$ cat src/sv/hexinv_pkg.sv
// Package for the hexahedron inverse mapping block: fixed-point constants,
// datapath command codes, the controller/datapath command and status structs.
// No dependencies; every other file of the block imports it.
package hexinv_pkg;

  localparam int FRAC_BITS  = 24;
  localparam int PASS_LIMIT = 100;
  localparam int PASS_W     = 7;

  // Width of the squared axis length after the fraction shift.
  localparam int LEN_W = 64 - FRAC_BITS;
  // Dividend width: 2^(2F) plus half of the divisor.
  localparam int NUM_W = ((2 * FRAC_BITS > LEN_W - 1) ? 2 * FRAC_BITS : LEN_W - 1) + 1;
  // Accumulator width: eight rounded products plus headroom.
  localparam int ACC_W = 64 - FRAC_BITS + 4;

  localparam longint ONE_L = longint'(1) << FRAC_BITS;
  localparam logic signed [31:0] ONE_Q  = 32'(ONE_L);
  localparam logic signed [31:0] DAMP_Q = 32'((9 * ONE_L + 5) / 10);
  localparam logic signed [31:0] EDGE_Q = 32'(3 * (ONE_L / 2));
  localparam logic signed [31:0] S32_MAX = 32'sh7FFF_FFFF;
  localparam logic signed [31:0] S32_MIN = 32'sh8000_0000;

  // Status codes carried on each result word.
  localparam logic [1:0] ST_FOUND   = 2'd0;
  localparam logic [1:0] ST_OUTSIDE = 2'd1;
  localparam logic [1:0] ST_LIMIT   = 2'd2;

  // Datapath operations issued by the controller.
  typedef enum logic [4:0] {
    OP_NOP, OP_LOAD, OP_START, OP_AXCLR, OP_AXADD, OP_AXST, OP_AXSQ,
    OP_DIVGO, OP_DIVST, OP_LCLR, OP_PCLR, OP_SH1, OP_SH2, OP_ACLR,
    OP_MAP, OP_DX, OP_SQ, OP_CR, OP_CI, OP_CD, OP_LU, OP_EMIT
  } op_t;

  typedef struct packed {
    op_t        op;
    logic [1:0] n;     // axis being derived
    logic [1:0] d;     // coordinate direction
    logic [2:0] k;     // corner, face term or projection term
    logic [1:0] stat;  // status for emitted words
  } cmd_t;

  typedef struct packed {
    logic div_done;
    logic dist_below;
    logic outside;
    logic out_free;
  } sts_t;

  // Saturate a 64-bit signed value to 32 bits.
  function automatic logic signed [31:0] sat32(input logic signed [63:0] v);
    if (v > 64'sd2147483647) begin
      return S32_MAX;
    end else if (v < -64'sd2147483648) begin
      return S32_MIN;
    end
    return v[31:0];
  endfunction

  // Round to nearest, half up, dropping the fraction bits.
  function automatic logic signed [63:0] rnd(input logic signed [63:0] v);
    return (v + (64'sd1 <<< (FRAC_BITS - 1))) >>> FRAC_BITS;
  endfunction

  // Corners of the positive (j < 4) and negative (j >= 4) faces of axis n.
  function automatic logic [2:0] face_corner(input logic [1:0] n, input logic [2:0] j);
    logic [2:0] c;
    unique case ({n, j})
      5'b00_000: c = 3'd1;
      5'b00_001: c = 3'd2;
      5'b00_010: c = 3'd5;
      5'b00_011: c = 3'd6;
      5'b00_100: c = 3'd0;
      5'b00_101: c = 3'd3;
      5'b00_110: c = 3'd4;
      5'b00_111: c = 3'd7;
      5'b01_000: c = 3'd2;
      5'b01_001: c = 3'd3;
      5'b01_010: c = 3'd6;
      5'b01_011: c = 3'd7;
      5'b01_100: c = 3'd0;
      5'b01_101: c = 3'd1;
      5'b01_110: c = 3'd4;
      5'b01_111: c = 3'd5;
      5'b10_000: c = 3'd4;
      5'b10_001: c = 3'd5;
      5'b10_010: c = 3'd6;
      5'b10_011: c = 3'd7;
      5'b10_100: c = 3'd0;
      5'b10_101: c = 3'd1;
      5'b10_110: c = 3'd2;
      5'b10_111: c = 3'd3;
      default:   c = 3'd0;
    endcase
    return c;
  endfunction

endpackage

$ cat src/sv/hexinv_ctrl.sv
// Controller of the hexahedron inverse mapping: sequences axis derivation,
// the Newton-style passes and the output words. Depends on hexinv_pkg.
module hexinv_ctrl (
  input  logic              clk,
  input  logic              rst_n,
  input  logic              in_valid,
  input  logic              in_func,
  output logic              in_ready,
  input  hexinv_pkg::sts_t  sts,
  output hexinv_pkg::cmd_t  cmd
);
  import hexinv_pkg::*;

  typedef enum logic [4:0] {
    S_IDLE, S_AX_CLR, S_AX_ADD, S_AX_ST, S_AX_SQ, S_AX_SQW, S_DIV_GO,
    S_DIV_WAIT, S_DIV_ST, S_LCLR, S_PASS, S_SH1, S_SH1W, S_SH2, S_SH2W,
    S_MCLR, S_MAP, S_MAPW, S_DX, S_SQ, S_SQW, S_CCLR, S_CR, S_CRW,
    S_CI, S_CIW, S_CD, S_CDW, S_LU, S_DECIDE, S_EMIT
  } state_t;

  state_t            state_r, state_nxt;
  logic [1:0]        n_r, n_nxt;
  logic [1:0]        d_r, d_nxt;
  logic [2:0]        k_r, k_nxt;
  logic [PASS_W-1:0] cnt_r, cnt_nxt;
  logic [1:0]        stat_r, stat_nxt;

  // Next state, counters and the datapath command.
  always_comb begin
    state_nxt = state_r;
    n_nxt     = n_r;
    d_nxt     = d_r;
    k_nxt     = k_r;
    cnt_nxt   = cnt_r;
    stat_nxt  = stat_r;
    cmd       = '{op: OP_NOP, n: n_r, d: d_r, k: k_r, stat: stat_r};
    unique case (state_r)
      S_IDLE: begin
        if (in_valid) begin
          if (in_func) begin
            cmd.op    = OP_START;
            n_nxt     = '0;
            d_nxt     = '0;
            state_nxt = S_AX_CLR;
          end else begin
            cmd.op = OP_LOAD;
          end
        end
      end
      S_AX_CLR: begin
        cmd.op    = OP_AXCLR;
        k_nxt     = '0;
        state_nxt = S_AX_ADD;
      end
      S_AX_ADD: begin
        cmd.op = OP_AXADD;
        k_nxt  = k_r + 1'b1;
        if (k_r == 3'd7) begin
          state_nxt = S_AX_ST;
        end
      end
      S_AX_ST: begin
        cmd.op    = OP_AXST;
        state_nxt = S_AX_SQ;
      end
      S_AX_SQ: begin
        cmd.op    = OP_AXSQ;
        state_nxt = S_AX_SQW;
      end
      S_AX_SQW: begin
        if (d_r == 2'd2) begin
          state_nxt = S_DIV_GO;
        end else begin
          d_nxt     = d_r + 1'b1;
          state_nxt = S_AX_CLR;
        end
      end
      S_DIV_GO: begin
        cmd.op    = OP_DIVGO;
        state_nxt = S_DIV_WAIT;
      end
      S_DIV_WAIT: begin
        if (sts.div_done) begin
          state_nxt = S_DIV_ST;
        end
      end
      S_DIV_ST: begin
        cmd.op = OP_DIVST;
        d_nxt  = '0;
        if (n_r == 2'd2) begin
          cnt_nxt   = '0;
          state_nxt = S_LCLR;
        end else begin
          n_nxt     = n_r + 1'b1;
          state_nxt = S_AX_CLR;
        end
      end
      S_LCLR: begin
        cmd.op    = OP_LCLR;
        state_nxt = S_PASS;
      end
      S_PASS: begin
        cmd.op    = OP_PCLR;
        k_nxt     = '0;
        state_nxt = S_SH1;
      end
      S_SH1: begin
        cmd.op    = OP_SH1;
        state_nxt = S_SH1W;
      end
      S_SH1W: state_nxt = S_SH2;
      S_SH2: begin
        cmd.op    = OP_SH2;
        state_nxt = S_SH2W;
      end
      S_SH2W: begin
        k_nxt = k_r + 1'b1;
        if (k_r == 3'd7) begin
          d_nxt     = '0;
          state_nxt = S_MCLR;
        end else begin
          state_nxt = S_SH1;
        end
      end
      S_MCLR: begin
        cmd.op    = OP_ACLR;
        k_nxt     = '0;
        state_nxt = S_MAP;
      end
      S_MAP: begin
        cmd.op    = OP_MAP;
        state_nxt = S_MAPW;
      end
      S_MAPW: begin
        k_nxt     = k_r + 1'b1;
        state_nxt = (k_r == 3'd7) ? S_DX : S_MAP;
      end
      S_DX: begin
        cmd.op    = OP_DX;
        state_nxt = S_SQ;
      end
      S_SQ: begin
        cmd.op    = OP_SQ;
        state_nxt = S_SQW;
      end
      S_SQW: begin
        if (d_r == 2'd2) begin
          d_nxt     = '0;
          state_nxt = S_CCLR;
        end else begin
          d_nxt     = d_r + 1'b1;
          state_nxt = S_MCLR;
        end
      end
      S_CCLR: begin
        cmd.op    = OP_ACLR;
        k_nxt     = '0;
        state_nxt = S_CR;
      end
      S_CR: begin
        cmd.op    = OP_CR;
        state_nxt = S_CRW;
      end
      S_CRW: begin
        k_nxt     = k_r + 1'b1;
        state_nxt = (k_r == 3'd2) ? S_CI : S_CR;
      end
      S_CI: begin
        cmd.op    = OP_CI;
        state_nxt = S_CIW;
      end
      // The first pass applies the correction undamped.
      S_CIW: state_nxt = (cnt_r == '0) ? S_LU : S_CD;
      S_CD: begin
        cmd.op    = OP_CD;
        state_nxt = S_CDW;
      end
      S_CDW: state_nxt = S_LU;
      S_LU: begin
        cmd.op = OP_LU;
        if (d_r == 2'd2) begin
          state_nxt = S_DECIDE;
        end else begin
          d_nxt     = d_r + 1'b1;
          state_nxt = S_CCLR;
        end
      end
      // Found takes priority over leaving the element, then the pass limit.
      S_DECIDE: begin
        k_nxt = '0;
        if (cnt_r != '0 && sts.dist_below) begin
          stat_nxt  = ST_FOUND;
          state_nxt = S_EMIT;
        end else if (sts.outside) begin
          stat_nxt  = ST_OUTSIDE;
          state_nxt = S_EMIT;
        end else if (cnt_r > PASS_W'(PASS_LIMIT)) begin
          stat_nxt  = ST_LIMIT;
          state_nxt = S_EMIT;
        end else begin
          cnt_nxt   = cnt_r + 1'b1;
          state_nxt = S_PASS;
        end
      end
      S_EMIT: begin
        if (sts.out_free) begin
          cmd.op = OP_EMIT;
          k_nxt  = k_r + 1'b1;
          if (k_r == 3'd7) begin
            state_nxt = S_IDLE;
          end
        end
      end
      default: state_nxt = S_IDLE;
    endcase
  end

  // State and counters.
  always_ff @(posedge clk) begin
    if (!rst_n) begin
      state_r <= S_IDLE;
      n_r     <= '0;
      d_r     <= '0;
      k_r     <= '0;
      cnt_r   <= '0;
      stat_r  <= ST_FOUND;
    end else begin
      state_r <= state_nxt;
      n_r     <= n_nxt;
      d_r     <= d_nxt;
      k_r     <= k_nxt;
      cnt_r   <= cnt_nxt;
      stat_r  <= stat_nxt;
    end
  end

  assign in_ready = (state_r == S_IDLE);

endmodule

$ cat config.mk
export PLATFORM = sky130hd
export DESIGN_NAME = hexinv_ctrl
export DESIGN_NICKNAME = d
export VERILOG_FILES = /design/src/sv/hexinv_pkg.sv /design/src/sv/hexinv_ctrl.sv
export SDC_FILE = /design/constraint.sdc
export NUM_CORES = 1
export LEC_CHECK = 0
export ABC_AREA = 1
export ABC_CLOCK_PERIOD_IN_PS = 3860
export BUFFER_PORTS_ARGS = -buffer_cell sky130_fd_sc_hd__buf_2
export CAP_MARGIN = 0
export CORE_UTILIZATION = 60
export CTS_BUF_LIST = sky130_fd_sc_hd__clkbuf_8
export CTS_CLUSTER_DIAMETER = 200
export DETAILED_ROUTE_END_ITERATION = 10
export GPL_ROUTABILITY_DRIVEN = 0
export PLACE_DENSITY = 0.88
export SLEW_MARGIN = 20
export SYNTH_ARGS = -nofsm -noshare
export SYNTH_HDL_FRONTEND = slang
export SYNTH_SLANG_ARGS = --single-unit
$ cat constraint.sdc
create_clock -name clk -period 3.86 [get_ports clk]
set_input_delay 0.386 -clock clk [delete_from_list [all_inputs] [get_ports clk]]
set_output_delay 0.386 -clock clk [all_outputs]
set_load 0.005 [all_outputs]
==> results.cfg, run 1 <==
[run_status]
outcome = complete, no violations

[clock_tree]
cts_resized = 0
clockBufferDepth = 2
cts_buffers = 3
cts_root_buf = clkbuf_8
cts_tree = done
path_clk_slew_ns = 0.07
cts_hold_buf = 0
cts.sinks = 21
cts_setup_buffers = 0
insertion_delay_ns = 0.27
htreeDepth = 1

[global_route]
grt_max_degree = 20
grt_pass1_wl_mm = 8.45
grt_pass1_vias = 1911
grt_usage_pct = 31.8
gr-total-overflow = 0
antenna_found_initial = 0

[final_layout]
layout-drive-gt1-share_pct = 13.9
regArea_sq_um = 420
nets = 378
multi_input_area_sq_mm = 0.00131
antenna-diode-count = 0
area_delta_synth_final_pct = 10.1
num-fill-cells = 297
layout_common_cells = nand2_1, nor2_1, nand3_1
finalInstanceArea_sq_mm = 0.00211
final_common_cell = nand2_1

[detailed_routing]
ant_nets = 0
vias_per_cell = 5.65
dr.pass1.iters = 6
drc_errors = 0
wire_per_inst_um = 12.5
drtIter0Drc = 216
wirelength_mm = 5.04
vias = 2281

[floorplan]
fp-row-count = 20
die_w_um = 58.5
num_io_pins = 23
core_area_sq_mm = 0.00305
die_y_um = 58.5
start_util_pct = 62.8
die_area_sq_mm = 0.00342

[yosys]
synthDistinctLibCells = 28
synth_seq_cells = 21
synth_seq_area_share_pct = 21.9
synth-edff-count = 0
postSynthCellCount = 338
avgSynthCellArea_sq_um = 5.67
async_reset_ff_share_pct = 0
netlist_area_sq_mm = 0.00192
ys.flop_type = dfxtp_1
ys_warn_count = 0
syn_nets = 355

[setup_path]
worst_setup_path_start_kind = flip-flop
cp.required_ns = 3.47
critPathArrivalTime_ns = 2.03
path_depth = 8
slowest_delay_ns = 0.76
cpMaxStageDelayCell = dfxtp_1
setup.worst_path.class = flip-flop to output port
cp_cell_sequence = nor2_1, nand2_1, nand2_1, inv_1, nand2_1, nor3_1, nand4_1, buf_2
crit_path_end_kind = output port
rr_startpoint = state_r[4]
crit_start = state_r[4]
path_delay_family = flip-flops
timing.critical_path.mode_cell = nand2_1
cp_max_fo = 19
worstPathBufferInverterCount = 2
r2r_cells = 9

[sta]
min_period_ns = 2.41
fin_worst_skew_ns = 0.00205
slew_viol_final = 0
max_freq_mhz = 414
relSlewSlack_pct = 55.3
finalCritPeriodShare_pct = 62.5
setup-violations-final = 0
hold_violations = 0
tightest_slew_ns = 0.670
fin_tns_setup_ns = 0
rsz0062_at_grt = false

[place]
dpl.hpwl_mm = 3.91
io_buffers = 22
place_area_sq_mm = 0.00206

[worst_hold_path]
min_path_type = primary input to flip-flop
whs_path_depth = 3
hold_start = sts[1]

[pwr]
power_leakage_uw = 0.00116
cellPowerDensity_mw_per_mm2 = 417
ir_drop_uv = 284

[flow_run]
cap_violations = 0
==> power breakdown <==
group	leakage (uW)	switching, uW	internal (uW)
clock network	0.0000269	74.3	71.1
registers	0.000171	36.3	247
logic	0.000964	293	158
==> cells in the mapped netlist (3+ instances only) <==
cell / instances / area share (%)
inv_2: 11 / 2.2
nand4_1: 9 / 2.9
o21ai_0: 6 / 1.6
nand2_1: 97 / 19
a21oi_1: 19 / 5.0
nand3_1: 42 / 11
nor2_2: 3 / 0.98
dfxtp_1: 21 / 22
o21ai_1: 5 / 1.3
nor2_1: 56 / 11
ha_1: 9 / 5.9
nor3_1: 5 / 1.3
nor2_4: 4 / 2.3
inv_1: 32 / 6.3
==> worst min-delay path, stage by stage <==
cell and delay [ns]:
buf_2 0.10, nand3_1 0.07, a21oi_1 0.06
==> final timing paths <==
| path | end | slack, ns |
|---|---|---|
| worst max-delay path | cmd[11] | 1.45 |
| worst min-delay path | stat_r[0] | 0.40 |
| worst max register to register | k_r[0] | 1.76 |
| worst min register to register | stat_r[0] | 0.46 |
==> final cells by class <==
cell class | count | area share [%]
Multi-Input combinational cell | 268 | 62.0
Sequential cell | 21 | 19.9
Inverter | 45 | 8.07
Timing Repair Buffer | 22 | 5.22
Tap cell | 44 | 2.61
Clock buffer | 3 | 1.96
Clock inverter | 1 | 0.178
==> registers in the layout (all words and copies together), names as in the netlist <==
name,cells
stat_r,2
state_r,5
cnt_r,7
d_r,2
n_r,2
k_r,3
==> per-stage QoR <==
stage / worst slack (ns) / utilization (%) / std cells / hold slack [ns] / power [uW]
detailed placement: 1.79 / 67.6 / 400 / 0.454 / 730
floorplan: 2.23 / - / 338 / 0.456 / 605
finish: 1.45 / 69.1 / 404 / 0.395 / 880
CTS: 1.50 / 69.1 / 404 / 0.396 / 877
global route: 1.25 / 69.1 / 404 / 0.411 / 957
global placement: 1.85 / 67.6 / 400 / 0.450 / 721
==> cells by family (layout without fill, tap and decap cells) <==
logic type	count (synthesis)	count (layout)	share of synthesized area [%]
AOI/OAI and AO/OA	32	32	8.68
xor gates and xnor gates	2	2	0.914
adders and majority gates	9	9	5.87
buffers and inverters	49	71	9.79
DFF	21	21	21.9
and+or+nand+nor	225	225	52.8
==> per-layer routing <==
| layer | GRT usage, % | wire (um) |
|---|---|---|
| met5 | 0 | 0 |
| met3 | 5.49 | 501 |
| met4 | 16.3 | 168 |
| met2 | 49.3 | 2180 |
| met1 | 42.6 | 2190 |
Note: power is estimated with default switching activity, not from simulation.
==> run 2: changes to the inputs <==
--- a/config.mk
+++ b/config.mk
@@ -5,8 +5,8 @@
 export SDC_FILE = /design/constraint.sdc
 export NUM_CORES = 1
 export LEC_CHECK = 0
-export ABC_AREA = 1
-export ABC_CLOCK_PERIOD_IN_PS = 3860
+export ABC_AREA = 0
+export ABC_CLOCK_PERIOD_IN_PS = 2350
 export BUFFER_PORTS_ARGS = -buffer_cell sky130_fd_sc_hd__buf_2
 export CAP_MARGIN = 0
 export CORE_UTILIZATION = 60
==> constraint.sdc (replaced) <==
create_clock -name clk -period 2.35 [get_ports clk]
set_input_delay 0.235 -clock clk [delete_from_list [all_inputs] [get_ports clk]]
set_output_delay 0.235 -clock clk [all_outputs]
set_load 0.005 [all_outputs]
==> run 2 against run 1 <==
Effect of this change: worst setup slack worse by 1.3 ns; largest power group unchanged; highest routed layer unchanged; largest cell class unchanged; area after synthesis is 2.5% higher; first-iteration DRC count is 8.8% higher; critical endpoint is now cnt_r[5].
==> results.cfg, run 2 <==
[clock_tree]
insertion_delay_ns = 0.27
cts_root_buf = clkbuf_8
cts_setup_buffers = 0
cts_tree = done
path_clk_slew_ns = 0.08
clockBufferDepth = 2
cts_buffers = 3
htreeDepth = 1
cts.sinks = 21

[sta]
min_period_ns = 2.23
slew_viol_final = 0
max_freq_mhz = 448
fin_worst_skew_ns = 0.00257
finalCritPeriodShare_pct = 95.0
hold_violations = 0
rsz0062_at_grt = false
tightest_slew_ns = 0.693
relSlewSlack_pct = 52.6
setup-violations-final = 0
fin_tns_setup_ns = 0

[yosys]
post-synth-top-area-cell = dfxtp_1
synth.most_common_cell = nand2_1
synth_top_area_share_pct = 21.4
synth-edff-count = 0
synth_seq_area_share_pct = 21.4
syn_nets = 288
synth_seq_cells = 21
ys.flop_type = dfxtp_1
postSynthCellCount = 271
synthDistinctLibCells = 60
avgSynthCellArea_sq_um = 7.25
async_reset_ff_share_pct = 0
netlist_area_sq_mm = 0.00196
ys_warn_count = 0
synthTopCellsByArea = dfxtp_1, ha_1, nand2_1
synthTopCellsByCount = nand2_1, dfxtp_1, a21oi_1

[final_layout]
largest_register = cnt_r
layout_common_cells = nand2_1, buf_2, dfxtp_1
area_delta_synth_final_pct = 11.9
layout-drive-gt1-share_pct = 18.3
largestRegisters = cnt_r: 7 flops, state_r: 5 flops, k_r: 3 flops
num-fill-cells = 257
antenna-diode-count = 0
final_common_cell = nand2_1
nets = 307
largest_reg_flops = 7

[global_route]
antenna_found_initial = 0
grt_usage_pct = 30.1
grt_pass1_vias = 1739
gr-total-overflow = 0
grt_max_degree = 30
grt_pass1_wl_mm = 8.15

[setup_path]
critPathArrivalTime_ns = 2.43
cp.required_ns = 2.55
cp_cell_sequence = inv_1, ha_1, nor4b_2, a21boi_1, or4b_4, a211oi_2, mux2i_1
crit_path_end_kind = flip-flop
worst_setup_path_start_kind = flip-flop
setup.worst_path.class = flip-flop to flip-flop
slowest_delay_ns = 0.63
r2r_cells = 7
cpMaxStageDelayCell = or4b_4
cp_max_fo = 13

[floorplan]
die_w_um = 59.2
fp-row-count = 20
num_io_pins = 23
core_area_sq_mm = 0.00308
start_util_pct = 63.8
die_area_sq_mm = 0.00351
die_y_um = 59.2

[detailed_routing]
drtIter0Drc = 235
vias = 2150
ant_nets = 0
drc_errors = 0
wirelength_mm = 4.95
dr.pass1.iters = 7
wire_per_inst_um = 14.9
vias_per_cell = 6.46

[place]
dpl.hpwl_mm = 3.54
io_buffers = 22

[pwr]
switchingPower_uw = 661
switching_share_pct = 43.0
ir_drop_uv = 520
p_total_uw = 1540
power_leakage_uw = 0.000860
p_comb_share_pct = 56.1
cellPowerDensity_mw_per_mm2 = 700
p_int_uw = 877
p_seq_share_pct = 27.6
clkPwrFrac_pct = 16.3

[run_status]
outcome = complete, no violations

[worst_hold_path]
min_path_type = primary input to flip-flop
whs_path_depth = 3

[flow_run]
cap_violations = 0
==> run 2: cell types whose count changed after synthesis, moves of 6 or more <==
| cell | previous run | this run |
|---|---|---|
| nand3_1 | 42 | 13 |
| o21ai_0 | 6 | 17 |
| clkbuf_1 | 2 | 14 |
| nand2_1 | 97 | 29 |
| nor2_1 | 56 | 13 |
| inv_2 | 11 | 0 |
| nand2b_1 | 0 | 6 |
| o21a_1 | 0 | 7 |
| inv_1 | 32 | 12 |
| mux2i_1 | 0 | 6 |
| nand4_1 | 9 | 2 |
| nor2b_1 | 0 | 8 |
==> run 2: layout make-up <==
type                            instances  area (sq um)  share of cell area [%]
Clock inverter                          1          5.00                   0.228
Sequential cell                        21           420                    19.1
Clock buffer                            3          41.3                    1.88
Inverter                               12          45.0                    2.05
Timing Repair Buffer                   36           228                    10.4
Multi-Input combinational cell        216          1400                    63.9
Tap cell                               44          55.1                    2.50
==> run 2: metrics by stage <==
step / area, sq um / hold WS [ns] / setup WS [ns] / std cells / utilization, %
after floorplan: 1960 / 0.407 / 0.326 / 271 / -
after global placement: 2150 / 0.460 / 0.265 / 329 / 69.8
after detailed placement: 2150 / 0.465 / 0.106 / 329 / 69.8
after CTS: 2190 / 0.277 / 0.0826 / 333 / 71.3
after global routing: 2200 / 0.301 / 0.0231 / 333 / 71.4
final: 2200 / 0.275 / 0.118 / 333 / 71.4
==> run 2: logic make-up after synthesis <==
family	after synthesis	synth area share (%)
AO/OA/AOI/OAI	89	31.0
adder cells (fa/ha/maj)	9	5.73
buffers and inverters	34	7.39
flip-flops	21	21.4
multiplexers	6	3.06
AND/OR/NAND/NOR	112	31.5
==> run 2: worst paths after layout <==
path | start | to | slack, ns
setup / recovery | cnt_r[0] | cnt_r[5] | 0.12
hold / removal | sts[1] | stat_r[0] | 0.27
setup reg to reg | cnt_r[0] | cnt_r[5] | 0.12
hold reg to reg | stat_r[0] | stat_r[0] | 0.48
==> run 2: what timing repair did <==
action	CTS	global route
endpoints found under the setup margin	0	1
gates resized for setup	0	1
hold buffers	0	0
==> run 2: critical path: cells and delay by family (launching register included) <==
family,cells,cell delay [ns]
simple gates,2,0.92
compound gates,2,0.43
flops,1,0.35
mux,1,0.20
fa+ha+maj,1,0.18
buf+inv,1,0.07
==> run 2: power groups by stage <==
stage / clock, uW / sequential (uW) / combinational, uW
3_5_place_dp: 0 / 432 / 838
5_1_grt: 261 / 431 / 942
3_3_place_gp: 0 / 428 / 829
2_1_floorplan: 0 / 416 / 594
4_1_cts: 246 / 424 / 847
6_report: 250 / 424 / 863
==> run 2: per-layer routing <==
| metal | routed length [um] | track usage (%) |
|---|---|---|
| met3 | 435 | 3.71 |
| met5 | 0 | 0 |
| met1 | 2220 | 44.5 |
| met2 | 2250 | 45.9 |
| met4 | 53 | 7.82 |
